### config.mk
export PLATFORM = sky130hd
export DESIGN_NAME = pbpm_ctrl
export DESIGN_NICKNAME = d
export VERILOG_FILES = /design/src/pbpm_pkg.sv /design/src/pbpm_ctrl.sv
export SDC_FILE = /design/constraint.sdc
export NUM_CORES = 1
export LEC_CHECK = 0
export ABC_AREA = 1
export BUFFER_PORTS_ARGS = -buffer_cell sky130_fd_sc_hd__clkbuf_2
export CAP_MARGIN = 20
export CORE_MARGIN = 2
export CORE_UTILIZATION = 45
export DETAILED_ROUTE_END_ITERATION = 8
export PLACE_DENSITY = 0.71
export RECOVER_POWER = 25
export SETUP_SLACK_MARGIN = 0.05
export SYNTH_ARGS = -nofsm -noshare
export SYNTH_HDL_FRONTEND = slang
export SYNTH_SLANG_ARGS = --single-unit
export TNS_END_PERCENT = 5
### constraint.sdc
create_clock -name clk -period 1.3 [get_ports clk]
set_clock_uncertainty 0.05 [all_clocks]
set_input_delay 0.065 -clock clk [delete_from_list [all_inputs] [get_ports clk]]
set_output_delay 0.065 -clock clk [all_outputs]
set_load 0.1 [all_outputs]
### src/pbpm_pkg.sv
// Shared types and codes for the page buffer pool manager.
// Used by the controller, datapath and top level; no dependencies.
package pbpm_pkg;

  // request kinds
  typedef enum logic [3:0] {
    K_ALLOC   = 4'd0,
    K_SPECIAL = 4'd1,
    K_DIRTY   = 4'd2,
    K_FLUSH   = 4'd3,
    K_SYNC    = 4'd4,
    K_RELEASE = 4'd5,
    K_INCR    = 4'd6,
    K_DECR    = 4'd7,
    K_RESET   = 4'd8,
    K_QUERY   = 4'd9
  } kind_t;

  // result status codes
  localparam logic [1:0] ST_OK            = 2'd0;
  localparam logic [1:0] ST_NO_FREE       = 2'd1;
  localparam logic [1:0] ST_RO_DIRTY      = 2'd2;
  localparam logic [1:0] ST_SPECIAL_DIRTY = 2'd3;

  localparam logic [15:0] REF_MAX = 16'hFFFF;

  // one slot of the tag table
  typedef struct packed {
    logic [31:0] rel;
    logic [31:0] blk;
    logic [15:0] cnt;
    logic        dirty;
  } ent_t;

  typedef enum logic [2:0] {S_CLR, S_IDLE, S_DISP, S_RD, S_CHK, S_FIN} state_t;
  typedef enum logic [2:0] {P_HIT, P_VICT, P_ONE, P_SYNC, P_RST} phase_t;

  typedef enum logic [2:0] {IX_HOLD, IX_ZERO, IX_ONE, IX_SLOT, IX_VICT, IX_INC} idx_op_t;
  typedef enum logic [2:0] {W_ZERO, W_HIT, W_VICT, W_ONE, W_SYNC, W_RST} wsel_t;
  typedef enum logic [2:0] {E_HIT, E_VICT, E_ONE, E_SYNC, E_NOFREE, E_DONE, E_RANGE} esel_t;
  typedef enum logic [1:0] {NV_HOLD, NV_VICT, NV_ONE} nv_op_t;

  // controller to datapath
  typedef struct packed {
    logic    load;
    idx_op_t idx_op;
    logic    cnt_clr;
    logic    cnt_inc;
    logic    we;
    wsel_t   wsel;
    logic    emit;
    esel_t   esel;
    nv_op_t  nv_op;
  } cmd_t;

  // datapath to controller
  typedef struct packed {
    kind_t kind;
    logic  range_bad;
    logic  is_match;
    logic  is_free;
    logic  sync_emit;
    logic  idx_last;
    logic  cnt_last;
    logic  out_free;
  } stat_t;

endpackage

### src/pbpm_ctrl.sv
// Controller state machine: sequences tag scans, victim search and sweeps.
// Depends on pbpm_pkg; drives the datapath through cmd_t, reads stat_t.
module pbpm_ctrl
  import pbpm_pkg::*;
(
  input  logic  clk,
  input  logic  rst_n,
  input  logic  in_tvalid,
  output logic  in_tready,
  input  stat_t st,
  output cmd_t  cmd
);

  state_t state_r, state_nxt;
  phase_t phase_r, phase_nxt;
  esel_t  fin_r, fin_nxt;

  always_ff @(posedge clk) begin
    if (!rst_n) begin
      state_r <= S_CLR;
      phase_r <= P_ONE;
      fin_r   <= E_DONE;
    end else begin
      state_r <= state_nxt;
      phase_r <= phase_nxt;
      fin_r   <= fin_nxt;
    end
  end

  assign in_tready = (state_r == S_IDLE);

  always_comb begin
    state_nxt   = state_r;
    phase_nxt   = phase_r;
    fin_nxt     = fin_r;
    cmd         = '0;
    cmd.idx_op  = IX_HOLD;
    cmd.wsel    = W_ZERO;
    cmd.esel    = E_DONE;
    cmd.nv_op   = NV_HOLD;
    unique case (state_r)
      // clearing pass after reset
      S_CLR: begin
        cmd.we   = 1'b1;
        cmd.wsel = W_ZERO;
        if (st.idx_last) begin
          state_nxt = S_IDLE;
        end else begin
          cmd.idx_op = IX_INC;
        end
      end
      S_IDLE: begin
        if (in_tvalid) begin
          cmd.load  = 1'b1;
          state_nxt = S_DISP;
        end
      end
      S_DISP: begin
        cmd.cnt_clr = 1'b1;
        unique case (st.kind)
          K_ALLOC: begin
            cmd.idx_op = IX_ONE;
            phase_nxt  = P_HIT;
            state_nxt  = S_RD;
          end
          K_SPECIAL: begin
            cmd.idx_op = IX_ZERO;
            phase_nxt  = P_ONE;
            state_nxt  = S_RD;
          end
          K_SYNC: begin
            cmd.idx_op = IX_ZERO;
            phase_nxt  = P_SYNC;
            state_nxt  = S_RD;
          end
          K_RESET: begin
            cmd.idx_op = IX_ZERO;
            phase_nxt  = P_RST;
            state_nxt  = S_RD;
          end
          K_DIRTY, K_FLUSH, K_RELEASE, K_INCR, K_DECR, K_QUERY: begin
            if (st.range_bad) begin
              fin_nxt   = E_RANGE;
              state_nxt = S_FIN;
            end else begin
              cmd.idx_op = IX_SLOT;
              phase_nxt  = P_ONE;
              state_nxt  = S_RD;
            end
          end
          default: begin
            fin_nxt   = E_DONE;
            state_nxt = S_FIN;
          end
        endcase
      end
      S_RD: state_nxt = S_CHK;
      S_CHK: begin
        unique case (phase_r)
          P_HIT: begin
            if (st.is_match) begin
              if (st.out_free) begin
                cmd.we    = 1'b1;
                cmd.wsel  = W_HIT;
                cmd.emit  = 1'b1;
                cmd.esel  = E_HIT;
                state_nxt = S_IDLE;
              end
            end else if (st.idx_last) begin
              cmd.idx_op  = IX_VICT;
              cmd.cnt_clr = 1'b1;
              phase_nxt   = P_VICT;
              state_nxt   = S_RD;
            end else begin
              cmd.idx_op = IX_INC;
              state_nxt  = S_RD;
            end
          end
          P_VICT: begin
            if (st.is_free) begin
              if (st.out_free) begin
                cmd.we    = 1'b1;
                cmd.wsel  = W_VICT;
                cmd.emit  = 1'b1;
                cmd.esel  = E_VICT;
                cmd.nv_op = NV_VICT;
                state_nxt = S_IDLE;
              end
            end else if (st.cnt_last) begin
              fin_nxt   = E_NOFREE;
              state_nxt = S_FIN;
            end else begin
              cmd.idx_op  = IX_INC;
              cmd.cnt_inc = 1'b1;
              state_nxt   = S_RD;
            end
          end
          P_ONE: begin
            if (st.out_free) begin
              cmd.we    = 1'b1;
              cmd.wsel  = W_ONE;
              cmd.emit  = 1'b1;
              cmd.esel  = E_ONE;
              state_nxt = S_IDLE;
            end
          end
          default: begin
            // sync and pool reset sweeps
            if (!(phase_r == P_SYNC && st.sync_emit && !st.out_free)) begin
              cmd.we   = 1'b1;
              cmd.wsel = (phase_r == P_SYNC) ? W_SYNC : W_RST;
              if (phase_r == P_SYNC && st.sync_emit) begin
                cmd.emit = 1'b1;
                cmd.esel = E_SYNC;
              end
              if (st.idx_last) begin
                cmd.nv_op = NV_ONE;
                fin_nxt   = E_DONE;
                state_nxt = S_FIN;
              end else begin
                cmd.idx_op = IX_INC;
                state_nxt  = S_RD;
              end
            end
          end
        endcase
      end
      S_FIN: begin
        if (st.out_free) begin
          cmd.emit  = 1'b1;
          cmd.esel  = fin_r;
          state_nxt = S_IDLE;
        end
      end
      default: state_nxt = S_IDLE;
    endcase
  end

endmodule

==> results.sh, run 1 <==
export IMPL_pin_count=31
export IMPL_synthTopCellsByArea="dfxtp_1 (17%), nand2_1 (16%), nor2_1 (11%)"
export IMPL_clk_root_buffer_cell="clkbuf_4"
export IMPL_place_gp_congestion=0.9517
export IMPL_post_dp_hpwl_um=3602
export IMPL_synthesis_nets=183
export IMPL_placed_area_sq_um=1828
export IMPL_cts_resized=32
export IMPL_stop_stage="clock tree synthesis (4_1_cts)"
export IMPL_synth_compound_area_frac=0.1204
export IMPL_synth_mux_area_fraction=0
export IMPL_synth_top_area_cell="dfxtp_1"
export IMPL_seq_area_frac_synth=0.1675
export IMPL_synth_top_family_by_area="simple AND/OR/NAND/NOR gates"
export IMPL_synthMostInstantiatedCell="nand2_1"
export IMPL_postCtsSetupRepairBufs=1
export IMPL_synth_adder_area_share=0
export IMPL_synth_area_sq_um=955.9
export IMPL_status="stopped before the end"
export IMPL_tool_error="[ERROR DPL-0033] detailed placement checks failed during check placement."
export IMPL_synth_edf_count=0
export IMPL_dp_cells=267
export IMPL_initial_core_util=0.4823
export IMPL_cts_buffers=3
export IMPL_ys_seq_elements=8
export IMPL_cts_hold_buf=0
export IMPL_synth_xor_xnor_area_share=0
export IMPL_synth_top_cell_area_share=0.1675
export IMPL_synth_yosys_warnings=0
export IMPL_synth_simple_gate_area_frac=0.5995
export IMPL_synth_async_reset_ratio=0
export IMPL_syn_avg_cell_area_sq_um=5.656
export IMPL_h_tree_depth=1
export IMPL_die_x_um=50.09
export IMPL_clock_path_buffers=2
export IMPL_rows=16
export IMPL_cts_num_sinks=8
export IMPL_io_buffers=30
export IMPL_syn_instance_count=169
export IMPL_die_h_um=50.09
export IMPL_synth_cell_type_count=28
export IMPL_synth_commonest_cells="nand2_1 (42), nor2_1 (28), nand3_1 (19)"
export IMPL_synth_main_ff_cell="dfxtp_1"
==> logic make-up after synthesis <==
| family | after synthesis |
|---|---|
| and+or+nand+nor | 116 |
| buffers and inverters | 26 |
| DFF | 8 |
| AOI/OAI and AO/OA | 19 |
==> stage by stage <==
| step | hold slack, ns | setup slack [ns] | TNS [ns] |
|---|---|---|---|
| floorplan | 0.09947 | -0.5120 | -8.144 |
| global placement | 0.2648 | -0.2046 | -1.849 |
| detailed placement | 0.2935 | -0.3052 | -3.857 |
==> inputs of run 2 (changes only) <==
--- a/config.mk
+++ b/config.mk
@@ -8,12 +8,11 @@
 export ABC_AREA = 1
 export BUFFER_PORTS_ARGS = -buffer_cell sky130_fd_sc_hd__clkbuf_2
 export CAP_MARGIN = 20
-export CORE_MARGIN = 2
-export CORE_UTILIZATION = 45
+export CORE_AREA = 2 2 63 65
 export DETAILED_ROUTE_END_ITERATION = 8
-export PLACE_DENSITY = 0.71
+export DIE_AREA = 0 0 65 67
+export PLACE_DENSITY_LB_ADDON = 0.15
 export RECOVER_POWER = 25
-export SETUP_SLACK_MARGIN = 0.05
 export SYNTH_ARGS = -nofsm -noshare
 export SYNTH_HDL_FRONTEND = slang
 export SYNTH_SLANG_ARGS = --single-unit
==> constraint.sdc (replaced) <==
create_clock -name clk -period 1.69 [get_ports clk]
set_clock_uncertainty 0.05 [all_clocks]
set_input_delay 0.0845 -clock clk [delete_from_list [all_inputs] [get_ports clk]]
set_output_delay 0.0845 -clock clk [all_outputs]
set_load 0.1 [all_outputs]
==> run 2 against run 1 <==
Net effect:
- the flow now finishes, with violations (setup timing)
- synthesized area stayed put
- synthesized cell count stayed put
==> results.sh, run 2 <==
export IMPL_status="finished, violations left"
export IMPL_violations="setup timing"
export IMPL_required_ns=1.56
export IMPL_synth_xor_xnor_area_share=0
export IMPL_firstDrtPassIters=4
export IMPL_synth_area_sq_um=955.9
export IMPL_layout_drive_gt1_share=0.5336
export IMPL_initial_core_util=0.2651
export IMPL_clk_latency_ns=0.23
export IMPL_multi_input_area_sq_um=879.6
export IMPL_cpPeakStageDelay_ns=0.39
export IMPL_path_clk_slew_ns=0.05
export IMPL_ys_seq_elements=8
export IMPL_synth_top_cell_area_share=0.1675
export IMPL_synth_commonest_cells="nand2_1 (42), nor2_1 (28), nand3_1 (19)"
export IMPL_rows=22
export IMPL_synth_async_reset_ratio=0
export IMPL_synthMostInstantiatedCell="nand2_1"
export IMPL_seq_area_frac_synth=0.1675
export IMPL_tns_ns=-0.01852
export IMPL_fillers=340
export IMPL_crit_fanout=4
export IMPL_grt_pass1_vias=1202
export IMPL_arrival_ns=1.57
export IMPL_syn_avg_cell_area_sq_um=5.656
export IMPL_hold_path_class="in2reg"
export IMPL_wl_per_cell_um=11.80
export IMPL_end_kind="primary output"
export IMPL_power_density_nw_per_um2=771.3
export IMPL_cts_buffers=3
export IMPL_synth_top_family_by_area="simple AND/OR/NAND/NOR gates"
export IMPL_synth_compound_area_frac=0.1204
export IMPL_synthTopCellsByArea="dfxtp_1 (17%), nand2_1 (16%), nor2_1 (11%)"
export IMPL_final_cell_mix="nand2_1 (33), buf_4 (22), nor2_1 (17)"
export IMPL_final_max_slew_viol_count=0
export IMPL_die_area_sq_um=4355
export IMPL_post_route_drc_count=0
export IMPL_cts_tree="done"
export IMPL_io_buffers=30
export IMPL_grt_overflow=0
export IMPL_grt_usage=0.1585
export IMPL_antenna_cells=0
export IMPL_synth_adder_area_share=0
export IMPL_cts_num_sinks=8
export IMPL_worst_pin_slew_ns=0.5410
export IMPL_reg_top3="phase_r: 3 flops, state_r: 3 flops, fin_r: 2 flops"
export IMPL_critical_path_class="reg2out"
export IMPL_grt_pass1_wl_um=5244
export IMPL_synth_yosys_warnings=0
export IMPL_syn_instance_count=169
export IMPL_synth_mux_area_fraction=0
export IMPL_holdWs_ns=0.06022
export IMPL_area_growth_syn_to_layout_pct=90.05
export IMPL_ir_worst_vdd_v=0.0003539
export IMPL_pin_count=31
export IMPL_setup_viol=1
export IMPL_antenna_left=0
export IMPL_final_common_cell="nand2_1"
export IMPL_vias=1266
export IMPL_routed_wl_um=3199
export IMPL_period_needed_ns=1.709
export IMPL_drtIter0Drc=32
export IMPL_seq_area_sq_um=176.4
export IMPL_synth_main_ff_cell="dfxtp_1"
export IMPL_period_share=1.011
export IMPL_core_region_area_sq_um=3606
export IMPL_finalNetCount=239
export IMPL_synth_cell_type_count=28
export IMPL_crit_chain="nand2_4 > nor2_4 > nand3_2 > inv_2 > nor3_4 > o31ai_1 > nand3_1 > buf_12"
export IMPL_fmax_ghz=0.5853
export IMPL_vias_per_cell=4.672
export IMPL_crit_path_top_delay_cell="dfxtp_4"
export IMPL_die_x_um=65
export IMPL_p_leak_nw=0.8426
export IMPL_slew_headroom=0.6408
export IMPL_h_tree_depth=1
export IMPL_place_ws_ns=0.06639
export IMPL_synth_simple_gate_area_frac=0.5995
export IMPL_hold_violations=0
export IMPL_synth_edf_count=0
export IMPL_place_gp_congestion=0.8098
export IMPL_cap_violations=0
export IMPL_clock_path_buffers=2
export IMPL_cp_start_kind="flip-flop"
export IMPL_layout_setup_ws_ns=-0.01852
export IMPL_synthesis_nets=183
export IMPL_antenna_found_initial=0
export IMPL_rsz0062_at_grt="true"
export IMPL_synth_top_area_cell="dfxtp_1"
export IMPL_die_h_um=67
export IMPL_post_dp_hpwl_um=2566
export IMPL_clk_root_buffer_cell="clkbuf_8"
export IMPL_grt_max_degree=10
-- run 2: cell counts after synthesis --
No cell type changed its count.
-- run 2: final timing paths --
path                            startpoint          to  slack, ns  cells after the start
worst max-delay path            phase_r[0]     cmd[12]      -0.02                      8
worst max register to register  state_r[0]  state_r[0]       0.21                      8
worst min register to register    fin_r[1]    fin_r[1]       0.44                      2
worst min-delay path                 rst_n  phase_r[1]       0.06                      2
-- run 2: layout make-up --
| cell class | instances | share of cell area |
|---|---|---|
| Multi-Input combinational cell | 135 | 0.4842 |
| Timing Repair Buffer | 53 | 0.3085 |
| Sequential cell | 8 | 0.09711 |
| Inverter | 24 | 0.05441 |
| Tap cell | 48 | 0.03306 |
| Clock buffer | 3 | 0.02273 |
-- run 2: logic make-up after synthesis --
family          Yosys count
flops                     8
simple gates            116
buf+inv                  26
compound gates           19
-- run 2: report_power, final --
part	internal, mW	leakage (nW)	switching (mW)	total (mW)
Sequential	0.217	0.0677	0.0339	0.251
Clock	0.155	0.0216	0.0802	0.235
Combinational	0.326	0.753	0.590	0.916
-- run 2: timing repair --
item / in CTS / in global routing
setup endpoints to repair: 13 / 10
pin swaps: 11 / 6
gates resized for setup: 35 / 9
hold buffers: 0 / 0
setup buffers: 10 / 1
-- run 2: routing by layer --
| layer | vias to the layer above | track usage | routed length (um) |
|---|---|---|---|
| met5 | - | 0 | 0 |
| met4 | 0 | 0.07181 | 82 |
| met3 | 6 | 0.01858 | 167 |
| met2 | 44 | 0.2693 | 1581 |
| met1 | 554 | 0.1998 | 1367 |
| li1 | 662 | - | - |
-- run 2: worst max-delay path, delay by kind of cell, from the launching register on --
kind,cells,cell delay (ns)
and+or+nand+nor,5,0.55
buffers and inverters,2,0.33
AOI/OAI and AO/OA,1,0.07
DFF,1,0.39
-- run 2: metrics by stage --
step                      instance area [sq um]  power, mW  cells  utilization
after floorplan                            1028     0.7784    169            -
after CTS                                  1769      1.377    270       0.4906
final                                      1817      1.401    271       0.5038
after global routing                       1817      1.475    271       0.5038
after global placement                     1553      1.032    257       0.4306
after detailed placement                   1553      1.030    257       0.4306
Note: power is estimated with default switching activity, not from simulation.
==> inputs of run 3 (changes only) <==
==> constraint.sdc (replaced) <==
create_clock -name clk -period 1.4 [get_ports clk]
set_clock_uncertainty 0.05 [all_clocks]
set_input_delay 0.07 -clock clk [delete_from_list [all_inputs] [get_ports clk]]
set_output_delay 0.07 -clock clk [all_outputs]
set_load 0.1 [all_outputs]
==> run 3 against run 2 <==
Net effect:
- the run still ends with setup timing left
- critical path depth rose by 1
- combinational power up 43%
- via count grew 11%
- die area did not move
- routed wire length grew 18%
- sequential share of layout area is 1.6 points lower
- clock power is 35% higher
- non-clock buffer count grew 33
- critical path type unchanged
==> results.sh, run 3 (synthesized netlist as in run 2, its figures left out) <==
export IMPL_status="finished, violations left"
export IMPL_violations="setup timing"
export IMPL_worst_pin_slew_ns=0.3342
export IMPL_clock_path_buffers=2
export IMPL_antenna_left=0
export IMPL_period_share=1.243
export IMPL_clk_latency_ns=0.24
export IMPL_h_tree_depth=1
export IMPL_worst_path_buf_inv=2
export IMPL_clk_root_buffer_cell="clkbuf_8"
export IMPL_critical_path_class="reg2out"
export IMPL_layout_setup_ws_ns=-0.3397
export IMPL_post_route_drc_count=0
export IMPL_crit_path_top_delay_cell="dfxtp_4"
export IMPL_layout_drive_gt1_share=0.6226
export IMPL_area_growth_syn_to_layout_pct=126.7
export IMPL_finalNetCount=272
export IMPL_reg_top3="phase_r: 3 flops, state_r: 3 flops, fin_r: 2 flops"
export IMPL_grt_max_degree=8
export IMPL_antenna_found_initial=0
export IMPL_grt_usage=0.1754
export IMPL_arrival_ns=1.62
export IMPL_die_x_um=65
export IMPL_hold_path_class="in2reg"
export IMPL_drtIter0Drc=47
export IMPL_antenna_cells=0
export IMPL_setup_viol=21
export IMPL_final_common_cell="buf_4"
export IMPL_vias_per_cell=4.620
export IMPL_place_ws_ns=-0.1540
export IMPL_wl_per_cell_um=12.33
export IMPL_cap_violations=0
export IMPL_grt_overflow=0
export IMPL_rsz0062_at_grt="true"
export IMPL_firstDrtPassIters=4
export IMPL_initial_core_util=0.2651
export IMPL_path_clk_slew_ns=0.05
export IMPL_place_gp_congestion=0.8283
export IMPL_grt_pass1_wl_um=5754
export IMPL_final_cell_mix="buf_4 (45), nand2_1 (32), nor2_1 (18)"
export IMPL_vias=1409
export IMPL_die_h_um=67
export IMPL_crit_top_cell="nand3_2"
export IMPL_crit_fanout=4
export IMPL_die_area_sq_um=4355
export IMPL_pin_count=31
export IMPL_required_ns=1.28
export IMPL_final_max_slew_viol_count=0
export IMPL_post_dp_hpwl_um=2744
export IMPL_core_region_area_sq_um=3606
export IMPL_post_route_util=0.6010
export IMPL_grt_pass1_vias=1324
export IMPL_p_leak_nw=1.036
export IMPL_hold_violations=0
export IMPL_critical_path_top_delay_family="simple AND/OR/NAND/NOR gates"
export IMPL_power_density_nw_per_um2=887.3
export IMPL_cts_buffers=3
export IMPL_fmax_ghz=0.5748
export IMPL_crit_chain="nor2_4 > buf_4 > nand3_2 > nand2_2 > nor2_2 > nor3_4 > o31ai_2 > nand3_2 > buf_12"
export IMPL_end_kind="primary output"
export IMPL_rows=22
export IMPL_cts_hold_buf=0
export IMPL_slew_headroom=0.7755
export IMPL_period_needed_ns=1.740
export IMPL_ir_worst_vdd_v=0.0005613
export IMPL_cpPeakStageDelay_ns=0.37
export IMPL_routed_wl_um=3761
export IMPL_cts_num_sinks=8
export IMPL_io_buffers=30
export IMPL_cts_tree="done"
export IMPL_cp_start_kind="flip-flop"
run 3: what timing repair did:
item / in CTS / in global routing
endpoints found under the setup margin: 22 / 24
pin swaps: 12 / 8
buffers inserted: 8 / 6
resized for setup: 36 / 13
run 3: stage by stage:
step	setup TNS (ns)	hold WS [ns]	std cells	area [sq um]	total power, mW
floorplan	-6.023	0.1045	169	1082	0.9747
global placement	-1.006	0.2822	287	1847	1.443
detailed placement	-1.009	0.2837	287	1847	1.446
CTS	-3.463	0.03869	299	2076	1.859
global route	-5.545	0.06573	305	2167	2.018
finish	-4.067	0.04606	305	2167	1.923
run 3: final timing paths:
kind	startpoint	slack, ns	depth (start not counted)	to
max	phase_r[0]	-0.34	9	cmd[12]
min	rst_n	0.05	2	phase_r[1]
max reg2reg	phase_r[0]	-0.27	13	state_r[1]
min reg2reg	fin_r[0]	0.45	2	fin_r[0]
run 3: worst register-to-register path: cells and delay by family (launching register included):
kind                   cells  cell delay, ns
buffers and inverters      7            0.68
and+or+nand+nor            5            0.42
AOI/OAI and AO/OA          1            0.05
DFF                        1            0.37
run 3: power by group:
part           total (mW)  internal [mW]  switching [mW]
registers           0.299          0.259          0.0402
clock network       0.317          0.200           0.118
logic                1.31          0.529           0.777
total                1.92          0.988           0.935
run 3: per-layer routing:
metal / part of all wire / global-route usage / routed length [um] / vias up
met4: 0.018 / 0.08777 / 66 / 0
met1: 0.42 / 0.2073 / 1570 / 637
met5: 0 / 0 / 0 / -
met2: 0.53 / 0.3119 / 1991 / 41
met3: 0.035 / 0.02027 / 133 / 7
li1: - / - / - / 724
run 3: final cells by class:
class	count	area, sq um
inverters	24	96.34
multi-input cells	135	923.4
well taps	48	60.06
flip-flops and latches	8	175.2
clock buffers	4	45.04
repair buffers	86	867.1
fillers	322	1439
==> inputs of run 4 (changes only) <==
--- a/config.mk
+++ b/config.mk
@@ -8,10 +8,12 @@
 export ABC_AREA = 1
 export BUFFER_PORTS_ARGS = -buffer_cell sky130_fd_sc_hd__clkbuf_2
 export CAP_MARGIN = 20
-export CORE_AREA = 2 2 63 65
+export CELL_PAD_IN_SITES_DETAIL_PLACEMENT = 1
+export CELL_PAD_IN_SITES_GLOBAL_PLACEMENT = 2
+export CORE_MARGIN = 2
+export CORE_UTILIZATION = 22
 export DETAILED_ROUTE_END_ITERATION = 8
-export DIE_AREA = 0 0 65 67
-export PLACE_DENSITY_LB_ADDON = 0.15
+export PLACE_DENSITY_LB_ADDON = 0.1
 export RECOVER_POWER = 25
 export SYNTH_ARGS = -nofsm -noshare
 export SYNTH_HDL_FRONTEND = slang
==> run 4 against run 3 <==
Net effect:
- the run still ends with setup timing left
- highest routed layer unchanged
- via count is 2.7% higher
- setup slack got worse by 0.014 ns
- critical path type unchanged
- fmax fell by 0.80%
- utilization decreased by 7.3 points
- first-iteration DRC count stayed put
- sequential power grew 3%
- routed wire length is 32% higher
- die area is 12% higher
==> results.sh, run 4 (synthesized netlist as in run 2, its figures left out) <==
export IMPL_status="finished, violations left"
export IMPL_violations="setup timing"
export IMPL_period_needed_ns=1.754
export IMPL_cts_tree="done"
export IMPL_die_area_sq_um=4888
export IMPL_worst_pin_slew_ns=0.2779
export IMPL_antenna_left=0
export IMPL_grt_overflow=0
export IMPL_firstDrtPassIters=4
export IMPL_fillers=515
export IMPL_period_share=1.253
export IMPL_hold_violations=0
export IMPL_grt_pass1_wl_um=7534
export IMPL_h_tree_depth=1
export IMPL_slew_headroom=0.8162
export IMPL_ir_worst_vdd_v=0.0003955
export IMPL_die_x_um=69.92
export IMPL_pin_count=31
export IMPL_critical_path_class="reg2out"
export IMPL_clk_latency_ns=0.24
export IMPL_post_route_util=0.5279
export IMPL_cp_start_kind="flip-flop"
export IMPL_p_leak_nw=1.014
export IMPL_grt_max_degree=8
export IMPL_holdWs_ns=0.07390
export IMPL_layout_setup_ws_ns=-0.3538
export IMPL_required_ns=1.28
export IMPL_reg_top3="phase_r: 3 flops, state_r: 3 flops, fin_r: 2 flops"
export IMPL_layout_drive_gt1_share=0.6280
export IMPL_core_region_area_sq_um=4086
export IMPL_cts_hold_buf=0
export IMPL_wl_per_cell_um=16.55
export IMPL_end_kind="primary output"
export IMPL_drtIter0Drc=47
export IMPL_arrival_ns=1.63
export IMPL_path_clk_slew_ns=0.05
export IMPL_finalNetCount=265
export IMPL_multi_input_area_sq_um=979.7
export IMPL_setup_viol=23
export IMPL_post_route_drc_count=0
export IMPL_rsz0062_at_grt="true"
export IMPL_vias=1447
export IMPL_seq_area_sq_um=177.7
export IMPL_power_density_nw_per_um2=927.4
export IMPL_crit_fanout=4
export IMPL_place_ws_ns=-0.2037
export IMPL_clock_path_buffers=2
export IMPL_rows=23
export IMPL_vias_per_cell=4.823
export IMPL_routed_wl_um=4965
export IMPL_final_common_cell="buf_4"
export IMPL_area_growth_syn_to_layout_pct=125.7
export IMPL_fin_cells=300
export IMPL_hold_path_class="in2reg"
export IMPL_dp_cells=288
export IMPL_post_dp_hpwl_um=3539
export IMPL_final_cell_mix="buf_4 (42), nand2_1 (30), nor2_1 (17)"
export IMPL_initial_core_util=0.2339
export IMPL_grt_usage=0.1923
export IMPL_antenna_cells=0
export IMPL_cts_buffers=3
export IMPL_clk_root_buffer_cell="clkbuf_8"
export IMPL_antenna_found_initial=0
export IMPL_die_h_um=69.92
export IMPL_total_power_mw=2.000
export IMPL_cts_num_sinks=8
export IMPL_grt_pass1_vias=1561
export IMPL_io_buffers=30
export IMPL_final_max_slew_viol_count=0
export IMPL_place_gp_congestion=0.7980
export IMPL_cap_violations=0
export IMPL_fmax_ghz=0.5702
[run 4: area by class of cell]
type | count | share of cell area
well taps | 50 | 0.02900
repair buffers | 79 | 0.3666
flip-flops and latches | 8 | 0.08237
clock buffers | 4 | 0.02088
multi-input cells | 135 | 0.4542
inverters | 24 | 0.04698
[run 4: worst max-delay path, cell delays in order (launching register included)]
cell,delay (ns)
dfxtp_4,0.37
nor2_4,0.12
buf_6,0.13
nand3_4,0.10
nand2_4,0.09
nor2_4,0.05
nor3_4,0.16
o31ai_2,0.11
nand3_2,0.09
buf_12,0.18
[run 4: what timing repair did]
action / CTS / global route
pin swaps: 10 / 15
buffers inserted: 2 / 7
gates resized for setup: 30 / 31
endpoints found under the setup margin: 24 / 24
[run 4: per-layer routing]
layer,vias to the layer above,global-route usage,share of wire
li1,713,-,-
met1,701,0.2300,0.41
met2,27,0.3598,0.55
met3,6,0.03030,0.031
met4,0,0.03846,0.013
met5,-,0,0
[run 4: worst paths after layout]
kind / startpoint / to / slack [ns] / cells after the start
worst min-delay path: rst_n / phase_r[1] / 0.07 / 2
worst min register to register: fin_r[0] / fin_r[0] / 0.45 / 2
worst max register to register: phase_r[2] / state_r[0] / -0.17 / 9
worst max-delay path: phase_r[0] / cmd[12] / -0.35 / 9
[run 4: through the flow]
step / area, sq um / TNS [ns]
3_5_place_dp: 1842 / -1.890
5_1_grt: 2157 / -6.328
6_report: 2157 / -4.536
2_1_floorplan: 1082 / -6.023
4_1_cts: 2006 / -4.505
3_3_place_gp: 1842 / -0.9467
[run 4: power breakdown]
| group | total, mW | internal (mW) | switching [mW] |
|---|---|---|---|
| Sequential | 0.308 | 0.261 | 0.0475 |
| Clock | 0.317 | 0.200 | 0.117 |
| Combinational | 1.38 | 0.554 | 0.821 |
